File: src/rtl/id_allocator_with_recycle_queue_macros.svh
// Assertion macros shared by the identifier allocator modules.
// Depends on nothing; included by the modules that carry assertions.
`ifndef ID_ALLOCATOR_WITH_RECYCLE_QUEUE_MACROS_SVH
`define ID_ALLOCATOR_WITH_RECYCLE_QUEUE_MACROS_SVH

// Same-cycle implication, disabled during reset.
`define ASSERT_IMP(label, clk, rst_n, ante, cons) \
    label: assert property (@(posedge clk) disable iff (!rst_n) (ante) |-> (cons)) \
        else $error("%m: property violated");

// Next-cycle implication, disabled during reset.
`define ASSERT_NXT(label, clk, rst_n, ante, cons) \
    label: assert property (@(posedge clk) disable iff (!rst_n) (ante) |=> (cons)) \
        else $error("%m: property violated");

`endif

File: src/rtl/idalloc_pkg.sv
// Types and constants of the identifier allocator.
// Used by the controller, the datapath and the top level.
package idalloc_pkg;

    localparam int ID_W      = 8;
    localparam int NUM_IDS   = 1 << ID_W;
    localparam int ID_MAX    = NUM_IDS - 1;
    localparam int FILL_W    = ID_W + 1;
    localparam int STATUS_W  = 2;
    localparam int WRAP_DEFAULT = 255;

    localparam logic [ID_W-1:0] FRESH_FIRST = ID_W'(1);

    localparam logic CMD_ALLOCATE = 1'b0;
    localparam logic CMD_RELEASE  = 1'b1;

    localparam logic [STATUS_W-1:0] ST_ALLOCATED = 2'd0;
    localparam logic [STATUS_W-1:0] ST_RELEASED  = 2'd1;
    localparam logic [STATUS_W-1:0] ST_IGNORED   = 2'd2;
    localparam logic [STATUS_W-1:0] ST_EXHAUSTED = 2'd3;

    typedef struct packed {
        logic            command;
        logic [ID_W-1:0] release_id;
    } t_req;

    typedef struct packed {
        logic [ID_W-1:0]     result_id;
        logic [STATUS_W-1:0] status;
    } t_rsp;

    typedef struct packed {
        logic load;
        logic exec;
    } t_ctrl_cmd;

endpackage

File: src/rtl/idalloc_ctrl.sv
// Controller of the identifier allocator: two-state sequencer.
// Depends on idalloc_pkg and the assertion macro header.
`include "id_allocator_with_recycle_queue_macros.svh"

module idalloc_ctrl
    import idalloc_pkg::*;
(
    input  logic      i_clk,
    input  logic      i_rst_n,
    input  logic      i_start,
    output logic      o_busy,
    output t_ctrl_cmd o_cmd
);

    localparam logic S_IDLE = 1'b0;
    localparam logic S_EXEC = 1'b1;

    logic r_state;
    logic n_state;

    always_comb begin
        n_state = r_state;
        o_cmd   = '0;
        case (r_state)
            S_IDLE: begin
                if (i_start) begin
                    o_cmd.load = 1'b1;
                    n_state    = S_EXEC;
                end
            end
            S_EXEC: begin
                o_cmd.exec = 1'b1;
                n_state    = S_IDLE;
            end
            default: begin
                n_state = S_IDLE;
            end
        endcase
    end

    always_ff @(posedge i_clk) begin
        if (!i_rst_n) begin
            r_state <= S_IDLE;
        end else begin
            r_state <= n_state;
        end
    end

    assign o_busy = (r_state == S_EXEC);

    `ASSERT_NXT(a_exec_one_cycle, i_clk, i_rst_n, r_state == S_EXEC, r_state == S_IDLE)
    `ASSERT_NXT(a_load_to_exec, i_clk, i_rst_n, o_cmd.load, o_cmd.exec)
    `ASSERT_IMP(a_cmd_exclusive, i_clk, i_rst_n, o_cmd.exec, !o_cmd.load)

endmodule

File: src/rtl/idalloc_dpath.sv
// Datapath of the identifier allocator: in-use bitmap, recycle queue memory,
// fresh counter and result register. Depends on idalloc_pkg and the macro header.
`include "id_allocator_with_recycle_queue_macros.svh"

module idalloc_dpath
    import idalloc_pkg::*;
#(
    parameter int WRAP_VALUE = WRAP_DEFAULT
) (
    input  logic      i_clk,
    input  logic      i_rst_n,
    input  t_req      i_req,
    input  t_ctrl_cmd i_cmd,
    output logic      o_valid,
    output t_rsp      o_rsp
);

    localparam int LAST_CAP = (WRAP_VALUE - 1 < ID_MAX) ? WRAP_VALUE - 1 : ID_MAX;
    localparam logic [ID_W-1:0] LAST_FRESH = ID_W'(LAST_CAP);

    t_req               r_req;
    logic [NUM_IDS-1:0] r_in_use;
    logic [ID_W-1:0]    r_head;
    logic [ID_W-1:0]    r_tail;
    logic [FILL_W-1:0]  r_fill;
    logic [ID_W-1:0]    r_next_fresh;
    logic               r_fresh_spent;
    logic [ID_W-1:0]    r_q_rdata;
    logic               r_valid;
    t_rsp               r_rsp;
    logic [ID_W-1:0]    r_queue [NUM_IDS];

    logic [ID_W-1:0]    n_head;
    logic [ID_W-1:0]    n_tail;
    logic [FILL_W-1:0]  n_fill;
    logic [ID_W-1:0]    n_next_fresh;
    logic               n_fresh_spent;
    t_rsp               n_rsp;
    logic               w_bit;
    logic               w_bit_we;
    logic               w_bit_val;
    logic [ID_W-1:0]    w_bit_addr;
    logic               w_q_we;

    assign w_bit = r_in_use[r_req.release_id];

    always_comb begin
        n_head        = r_head;
        n_tail        = r_tail;
        n_fill        = r_fill;
        n_next_fresh  = r_next_fresh;
        n_fresh_spent = r_fresh_spent;
        n_rsp         = '0;
        w_bit_we      = 1'b0;
        w_bit_val     = 1'b0;
        w_bit_addr    = r_req.release_id;
        w_q_we        = 1'b0;
        case (r_req.command)
            CMD_ALLOCATE: begin
                if (r_fill != '0) begin
                    n_rsp.result_id = r_q_rdata;
                    n_rsp.status    = ST_ALLOCATED;
                    n_head          = r_head + ID_W'(1);
                    n_fill          = r_fill - FILL_W'(1);
                    w_bit_we        = 1'b1;
                    w_bit_val       = 1'b1;
                    w_bit_addr      = r_q_rdata;
                end else if (!r_fresh_spent) begin
                    n_rsp.result_id = r_next_fresh;
                    n_rsp.status    = ST_ALLOCATED;
                    w_bit_we        = 1'b1;
                    w_bit_val       = 1'b1;
                    w_bit_addr      = r_next_fresh;
                    if (r_next_fresh == LAST_FRESH) begin
                        n_fresh_spent = 1'b1;
                        n_next_fresh  = FRESH_FIRST;
                    end else begin
                        n_next_fresh  = r_next_fresh + ID_W'(1);
                    end
                end else begin
                    n_rsp.result_id = '0;
                    n_rsp.status    = ST_EXHAUSTED;
                end
            end
            CMD_RELEASE: begin
                n_rsp.result_id = r_req.release_id;
                if (w_bit) begin
                    n_rsp.status = ST_RELEASED;
                    w_bit_we     = 1'b1;
                    if (r_fill < FILL_W'(NUM_IDS)) begin
                        w_q_we = 1'b1;
                        n_tail = r_tail + ID_W'(1);
                        n_fill = r_fill + FILL_W'(1);
                    end
                end else begin
                    n_rsp.status = ST_IGNORED;
                end
            end
            default: begin
                n_rsp = '0;
            end
        endcase
    end

    always_ff @(posedge i_clk) begin
        if (i_cmd.load) begin
            r_req <= i_req;
        end
        if (i_cmd.exec) begin
            r_rsp <= n_rsp;
        end
    end

    always_ff @(posedge i_clk) begin
        if (i_cmd.exec && w_q_we) begin
            r_queue[r_tail] <= r_req.release_id;
        end
        r_q_rdata <= r_queue[r_head];
    end

    always_ff @(posedge i_clk) begin
        if (!i_rst_n) begin
            r_in_use      <= '0;
            r_head        <= '0;
            r_tail        <= '0;
            r_fill        <= '0;
            r_next_fresh  <= FRESH_FIRST;
            r_fresh_spent <= 1'b0;
            r_valid       <= 1'b0;
        end else begin
            r_valid <= i_cmd.exec;
            if (i_cmd.exec) begin
                if (w_bit_we) begin
                    r_in_use[w_bit_addr] <= w_bit_val;
                end
                r_head        <= n_head;
                r_tail        <= n_tail;
                r_fill        <= n_fill;
                r_next_fresh  <= n_next_fresh;
                r_fresh_spent <= n_fresh_spent;
            end
        end
    end

    assign o_valid = r_valid;
    assign o_rsp   = r_rsp;

    `ASSERT_IMP(a_fill_bound, i_clk, i_rst_n, 1'b1, r_fill <= FILL_W'(ID_MAX))
    `ASSERT_IMP(a_queue_ptrs, i_clk, i_rst_n, 1'b1, ID_W'(r_tail - r_head) == r_fill[ID_W-1:0])
    `ASSERT_IMP(a_alloc_marked, i_clk, i_rst_n, o_valid && (o_rsp.status == ST_ALLOCATED), r_in_use[o_rsp.result_id] && (o_rsp.result_id != '0))
    `ASSERT_NXT(a_exec_strobe, i_clk, i_rst_n, i_cmd.exec, o_valid)

endmodule

File: src/rtl/id_allocator_with_recycle_queue.sv
// Identifier allocator with recycle queue: top level.
// Instantiates idalloc_ctrl and idalloc_dpath; types from idalloc_pkg.
//
// Usage:
//   Request channel: drive i_req (command, release_id) and raise start; the
//   request is taken at a rising edge where start is high and busy is low.
//   Command allocate hands out the oldest recycled identifier, else a fresh
//   one counting up from 1 to WRAP_VALUE - 1 (at most 255); once the fresh
//   range is used and no identifier waits, the answer is exhausted with id 0.
//   Command release frees an in-use identifier and queues it for reuse; a
//   release of an identifier not in use is answered as ignored.
//   Result channel: o_rsp is valid for exactly one cycle while o_valid is high.
//   Result path: the request is registered, runs in the execute cycle and is
//   then shown from the result register; no request is taken meanwhile, as
//   execute does the read-modify-write of the in-use bitmap and recycle queue.
//   busy is high in the execute cycle only; the next request may be taken at
//   the edge that ends the cycle in which the previous result is shown.
//   Reset (synchronous, active low) clears the bitmap, the queue pointers and
//   the fill count and restarts the fresh counter at 1; no clearing pass.
//   The receiver has no back pressure: results must be taken when shown.
module id_allocator_with_recycle_queue
    import idalloc_pkg::*;
#(
    parameter int WRAP_VALUE = WRAP_DEFAULT
) (
    input  logic i_clk,
    input  logic i_rst_n,
    input  logic start,
    output logic busy,
    input  t_req i_req,
    output logic o_valid,
    output t_rsp o_rsp
);

    t_ctrl_cmd w_cmd;

    idalloc_ctrl u_ctrl (
        .i_clk   (i_clk),
        .i_rst_n (i_rst_n),
        .i_start (start),
        .o_busy  (busy),
        .o_cmd   (w_cmd)
    );

    idalloc_dpath #(
        .WRAP_VALUE (WRAP_VALUE)
    ) u_dpath (
        .i_clk   (i_clk),
        .i_rst_n (i_rst_n),
        .i_req   (i_req),
        .i_cmd   (w_cmd),
        .o_valid (o_valid),
        .o_rsp   (o_rsp)
    );

endmodule

File: config.mk
export PLATFORM = sky130hd
export DESIGN_NAME = id_allocator_with_recycle_queue
export DESIGN_NICKNAME = d
export VERILOG_FILES = /design/src/rtl/idalloc_pkg.sv /design/src/rtl/idalloc_ctrl.sv /design/src/rtl/idalloc_dpath.sv /design/src/rtl/id_allocator_with_recycle_queue.sv
export VERILOG_INCLUDE_DIRS = /design/src /design/src/rtl
export SDC_FILE = /design/constraint.sdc
export NUM_CORES = 2
export LEC_CHECK = 0
export BUFFER_PORTS_ARGS = -buffer_cell sky130_fd_sc_hd__buf_2
export CAP_MARGIN = 10
export CORE_MARGIN = 4
export CORE_UTILIZATION = 50
export CTS_CLUSTER_DIAMETER = 60
export DETAILED_ROUTE_END_ITERATION = 8
export PLACE_DENSITY = 0.66
export SETUP_SLACK_MARGIN = 0.3
export SLEW_MARGIN = 15
export SYNTH_ARGS = -nofsm -noshare
export SYNTH_HDL_FRONTEND = slang
export SYNTH_SLANG_ARGS = --single-unit
File: constraint.sdc
create_clock -name i_clk -period 14.83 [get_ports i_clk]
set_input_delay 0 -clock i_clk [delete_from_list [all_inputs] [get_ports i_clk]]
set_output_delay 0 -clock i_clk [all_outputs]
set_load 0.02 [all_outputs]
## Yosys cells after proc, flatten, opt, wreduce, memory -nomap -nowiden

Memories as Yosys holds them, arrays and structs flattened. A register that Yosys moved wholly into a read port is not among the register bits.
Index checks and enable logic that the tools add are counted.
W data, S select, Z words.

- Multiplexer cells: 33
- Reductions and logical operators: 9
- Eq/ne operators: 4
- Add/subtract/negate cells: 5
- Bitwise logic cells: 4
- $lt $le $gt $ge: 4

Operators by type and width:

| cell | count |
|---|---|
| $bwmux W256 | 1 |
| $mux W8 | 4 |
| $mux W9 | 3 |
| $add A8 B1 Y8 const B | 3 |
| $mux W10 | 2 |
| $pmux W10 S2 | 1 |
| $lt A8 B9 Y1 const B | 2 |
| $pmux W9 S2 | 1 |
| $mux W1 | 16 |
| $reduce_and A4 Y1 | 3 |
| $add A9 B1 Y9 const B | 1 |
| $lt A9 B9 Y1 const B | 1 |
| $reduce_bool A9 Y1 | 1 |
| $sub A9 B1 Y9 const B | 1 |
| $bmux W1 S8 | 1 |
| $demux W1 S8 | 1 |
| $eq A8 B8 Y1 const B | 1 |
| $ge A8 B1 Y1 const B | 1 |
| $reduce_and A3 Y1 | 2 |
| $ne A2 B2 Y1 const B | 2 |
| $not A1 Y1 | 4 |
| $pmux W1 S2 | 2 |
| $logic_and A1 B1 Y1 | 2 |
| $mux W2 | 1 |
| 2 further kinds | 2 |

- Flip-flop bits (word level): 311
- Word-level logic and storage cells: 72
- Input bits: 12
- Bits in writable memories: 2048
- Memories kept: 1

Memories:

| name | words | width | rd ports | clocked after memory_dff | wr ports | line | source |
|---|---|---|---|---|---|---|---|
| u_dpath.r_queue | 256 | 8 | 1 | 1 | 1 | idalloc_dpath.sv:31 | `logic [ID_W-1:0] r_queue [NUM_IDS];` |

## Logic depth before layout (Yosys ltp)

- Depth after elaboration: 8
- Gate-level depth with buffers: 15
- Depth with buffers taken out: 10

## Hierarchy

From an unflattened synthesis, not the netlist that was laid out.

- Cells, all modules: 4767
- Area total of the unflattened synthesis: 94190.3 sq um

Modules (own cells, without submodules):

| module | sequential area each (sq um) | area each (sq um) | cells an instance | times used |
|---|---|---|---|---|
| idalloc_dpath | 68055.3 | 94140.3 | 4762 | 1 |
| idalloc_ctrl | 20.0 | 50.0 | 5 | 1 |

## Worst setup path before layout

OpenSTA, ideal clock, no wires.

- Path type: register -> register
- From: reg u_dpath.r_req[2] (netlist name)
- To: mem u_dpath.r_queue[20][0], enable pin
- Cell stages (with the launch flop): 13
- Slack: 8051 ps
- Clock period less this slack: 6779 ps
- Arrival: 6395 ps
- Required time: 14447 ps
- Cell sequence: edfxtp_1 buf_4 buf_2 mux4_2 mux2i_1 o21ai_0 nand4_1 a22o_1 or3_1 buf_4 or3_1 buf_6 nor3_1

- Word-level cells in the longest chain between the ends: 7

RTL lines:

| item | line | source |
|---|---|---|
| from (decl) | idalloc_dpath.sv:21 | `t_req r_req;` |
| from (signal assigned) | idalloc_dpath.sv:107 | `r_req <= i_req;` |
| $bmux W1 S8 | idalloc_dpath.sv:45 | `assign w_bit = r_in_use[r_req.release_id];` |
| $mux W1 (implied by the code) | idalloc_dpath.sv:45 |  |
| $mux W1 | idalloc_dpath.sv:87 | `if (w_bit) begin` |
| $mux W1 | idalloc_dpath.sv:58 | `case (r_req.command)` |
| $logic_and A1 B1 Y1 | idalloc_dpath.sv:115 | `if (i_cmd.exec && w_q_we) begin` |
| $mux W1 | idalloc_dpath.sv:115 |  |
| $mux W1 (implied by the code) | idalloc_dpath.sv:116 | `r_queue[r_tail] <= r_req.release_id;` |
| to (decl) | idalloc_dpath.sv:31 |  |

No other way between the ends. The select of a mux whose other input is x is not followed.

## Worst setup path after layout

- From: reg u_dpath.r_req[2] (netlist name)
- To: reg u_dpath.r_in_use[124]

- Word-level cells in the longest chain between the ends: 8

RTL lines:

| item | line | source |
|---|---|---|
| $mux W8 | idalloc_dpath.sv:68 | `end else if (!r_fresh_spent) begin` |
| $mux W8 | idalloc_dpath.sv:60 | `if (r_fill != '0) begin` |
| $mux W8 | idalloc_dpath.sv:58 |  |
| $lt A8 B9 Y1 (implied by the code) or $ge A8 B1 Y1 (tied branches) | idalloc_dpath.sv:134 | `r_in_use[w_bit_addr] <= w_bit_val;` |
| $logic_and A1 B1 Y1 (implied by the code) | idalloc_dpath.sv:134 |  |
| $mux W1 (implied by the code) | idalloc_dpath.sv:134 |  |
| $demux W1 S8 | -- |  |
| $bwmux W256 | idalloc_dpath.sv:134 |  |
| to (signal, indexed assignment) | idalloc_dpath.sv:134 |  |
| to (decl) | idalloc_dpath.sv:22 | `logic [NUM_IDS-1:0] r_in_use;` |

Parallel ways exist; a longest one is shown, timed or not. The select of a mux whose other input is x is not followed.
A chain may end at the register's enable or synchronous reset.

==> out/results.tsv <==
stage	metric	value	unit
global_route	first-pass GRT wire length	338	mm
routing	DRT Pass-1 Iters	5	
clocking	Post-CTS Setup Bufs	0	
sta	Final Hold Viols	0	
sta	Final Max Slew Viols	0	
global_route	vias in the first global route	47900	
placement	dpl cell area	97500	um2
finish	fill count	13800	
synth	most common library cells after synthesis	edfxtp_1, mux4_2, dfxtp_1, nor2_1, clkbuf_1	
setup_path	cell mode on critical path	buf_4	
clocking	CTS Root Cell	clkbuf_16	
floorplanning	chip width	443	um
setup_path	CP Capture Type	flip-flop	
finish	design area	106000	um2
pwr	Flop pwr share	0.524	
routing	Post-Route WL	229	mm
finish	nets	4918	
clocking	Sink Count	2367	
routing	Remaining DRCs	0	
pwr	Switching Fraction	0.209	
setup_path	Critical Setup Path Class	flip-flop to flip-flop	
synth	Syn. warnings	0	
floorplanning	initial core utilization	0.503	
pwr	P_leak	31.5	nW
setup_path	peak per-stage delay on the critical path	0.90	ns
hold_path	Hold Path Class	input pin to flip-flop	
synth	synthesis-stage register bit count	2367	
placement	routability cong.	0.803	
clocking	CTS tree	done	
synth	most frequent cell after synthesis	edfxtp_1	
routing	vias per inst	6.41	
sta	Finish-stage setup viols	0	
sta	minimum clock period	6.34	ns
clocking	cts bufs inserted	231	
setup_path	data arrival time of the critical path	7.09	ns
sta	Worst-Margin Slew	1.30	ns
setup_path	maximum fanout along the worst path	100	
pwr	P_sw	2.89	mW
synth	Yosys top cell area share	0.656	
finish	Register Area	68100	um2
synth	top cell type by total area after synthesis	edfxtp_1	
synth	synthesized area	94600	um2
global_route	GRT Overall Usage	0.233	
sta	unrepaired setup endpoints after global routing	no	
global_route	antenna violations before repair	6	
sta	Fin Setup TNS	0	ns
synth	register area share after synthesis	0.720	
floorplanning	io pins	24	
routing	vias	48600	
clocking	worst-skew pair later-pin latency	0.88	ns
synth	EDFF count, synth	2067	
sta	Tcrit/Tclk final	0.427	
placement	hpwl dp	131	mm
floorplanning	die height	443	um
pwr	Clk pwr share	0.438	
sta	clock skew	0.0475	ns
setup_path	reg2reg setup slack	8.49	ns
clocking	clock tree buffer depth	3	
setup_path	crit path cell chain	buf_4 > buf_4 > mux4_2 > a22o_1 > a31oi_1 > nand4_1 > a21boi_0 > nor3_2 > a31oi_4 > buf_4 > o211ai_1 > o31ai_1	
pwr	Max IR drop VDD	0.124	mV
synth	Synth area leaders	edfxtp_1, mux4_2, dfxtp_1	
finish	Multi-input gate area	25100	um2
floorplanning	Die ar.	196000	um2
setup_path	CP required	15.58	ns
sta	Slew headroom	0.134	
routing	post-detailed-route count of antenna-violating nets	0	
setup_path	Worst setup SP type	flip-flop	
synth	syn_area_per_cell	19.6	um2
sta	fmax	0.158	GHz
routing	mean routed wirelength per cell	30.1	um
pwr	pwr/cell area	131	nW/um2
synth	Top FF cell, synth	edfxtp_1	
setup_path	slowest stage cell, crit path	buf_4	
placement	Port Buffers	23	
status	status	finished clean	
floorplanning	Cell Rows	159	
pwr	combinational power share	0.037	
finish	layout cells sized above 1	0.255	
global_route	largest net degree at the start of global routing	194	
finish	Area growth, synth to finish	11.7	%
clocking	Clock transition at path regs	0.06	ns
synth	synthesized instance count	4835	
synth	Yosys cell types	59	
floorplanning	Core Region	188000	um2
routing	DR iter-0 viols	6029	
pwr	internal power	11.0	mW
global_route	global route overflow	0	
synth	Mapped Nets	4863	
clocking	# H-tree levels	4	
synth	FFs w/ async S/R, synth	0	
run	maxcap violations	0	
-- registers in the layout, indices dropped and copies added, names as in the netlist, 8 cells and up --
name,cells
u_dpath.r_queue,2048
u_dpath.r_tail,8
u_dpath.r_in_use,256
u_dpath.o_rsp,10
u_dpath.r_req,9
u_dpath.r_next_fresh,8
u_dpath.r_head,8
u_dpath.r_q_rdata,8
u_dpath.r_fill,9
-- final timing paths --
check | from | to | cells after the start
setup / recovery | u_dpath.r_req[2] | u_dpath.r_in_use[124] | 12
hold / removal | start | u_dpath.r_req[8] | 3
setup reg to reg | u_dpath.r_req[2] | u_dpath.r_in_use[124] | 12
hold reg to reg | u_dpath.r_in_use[35] | u_dpath.r_in_use[35] | 2
-- routing by layer --
metal / GRT usage / routed length, um
met2: 0.364 / 110000
met1: 0.342 / 95000
met4: 0.0622 / 5750
met3: 0.0407 / 18200
met5: 0 / 13
-- metrics by stage --
| stage | power, mW | std cells | hold WS [ns] | util | setup WS [ns] |
|---|---|---|---|---|---|
| finish | 13.8 | 7589 | 0.272 | 0.562 | 8.49 |
| global route | 14.3 | 7587 | 0.280 | 0.562 | 8.23 |
| CTS | 13.9 | 7586 | 0.216 | 0.562 | 8.37 |
| detailed placement | 7.92 | 7131 | 0.179 | 0.519 | 8.40 |
| global placement | 7.91 | 7131 | 0.176 | 0.519 | 8.61 |
| floorplan | 7.75 | 4835 | 0.0989 | - | 8.05 |
-- power groups by stage --
stage,Sequential [mW],Combinational [mW],Clock (mW)
2_1_floorplan,7.46,0.285,0
3_3_place_gp,7.40,0.509,0
3_5_place_dp,7.40,0.516,0
4_1_cts,7.26,0.520,6.15
5_1_grt,7.26,0.550,6.44
6_report,7.26,0.515,6.07
-- layout make-up --
cell class | count | area share
multi-input combinational | 2101 | 0.237
sequential | 2367 | 0.644
antenna | 2 | 0.0000474
inverter | 16 | 0.000568
tap | 2495 | 0.0295
clock inverter | 141 | 0.0153
clock buffer | 294 | 0.0595
timing repair buffer | 173 | 0.0136
-- placed cells by master (no fill, tap or decap), types with 12 or more instances in the layout --
master / n
edfxtp_1: 2067
mux4_2: 723
dfxtp_1: 294
clkbuf_16: 236
nor2_1: 208
o211ai_1: 193
o31ai_1: 187
nand2_1: 146
buf_4: 120
nand3_1: 92
o21ai_0: 84
nor3_1: 61
mux2i_1: 58
clkinv_2: 47
clkinv_1: 44
clkbuf_1: 42
nor3_2: 39
a21boi_0: 35
a22oi_1: 33
a21boi_1: 32
bufinv_16: 32
nor2b_1: 22
buf_2: 22
dlygate4sd3_1: 20
clkbuf_8: 17
and2_1: 16
ha_1: 15
and3_1: 14
a21o_1: 13
nand4_1: 13
xnor2_1: 13
inv_1: 12
a21oi_1: 12
-- timing repair --
action                    4_1_cts  5_1_grt
resized for setup               0        0
hold buffers                   20        0
hold endpoints to repair      145        0
-- critical path: cells and delay by family, from the launching register on --
| kind | cells | cell delay [ns] |
|---|---|---|
| buf+inv | 3 | 2.51 |
| compound gates | 6 | 1.88 |
| flops | 1 | 0.78 |
| simple gates | 2 | 0.43 |
| mux | 1 | 0.41 |
-- kinds of logic after synthesis --
logic type / synth area share
DFF: 0.720
AOI/OAI and AO/OA: 0.0472
adders and majority gates: 0.00220
muxes: 0.178
and+or+nand+nor: 0.0332
xor gates and xnor gates: 0.00204
buffers and inverters: 0.0171
No activity file was read; power rests on OpenSTA's default activity.
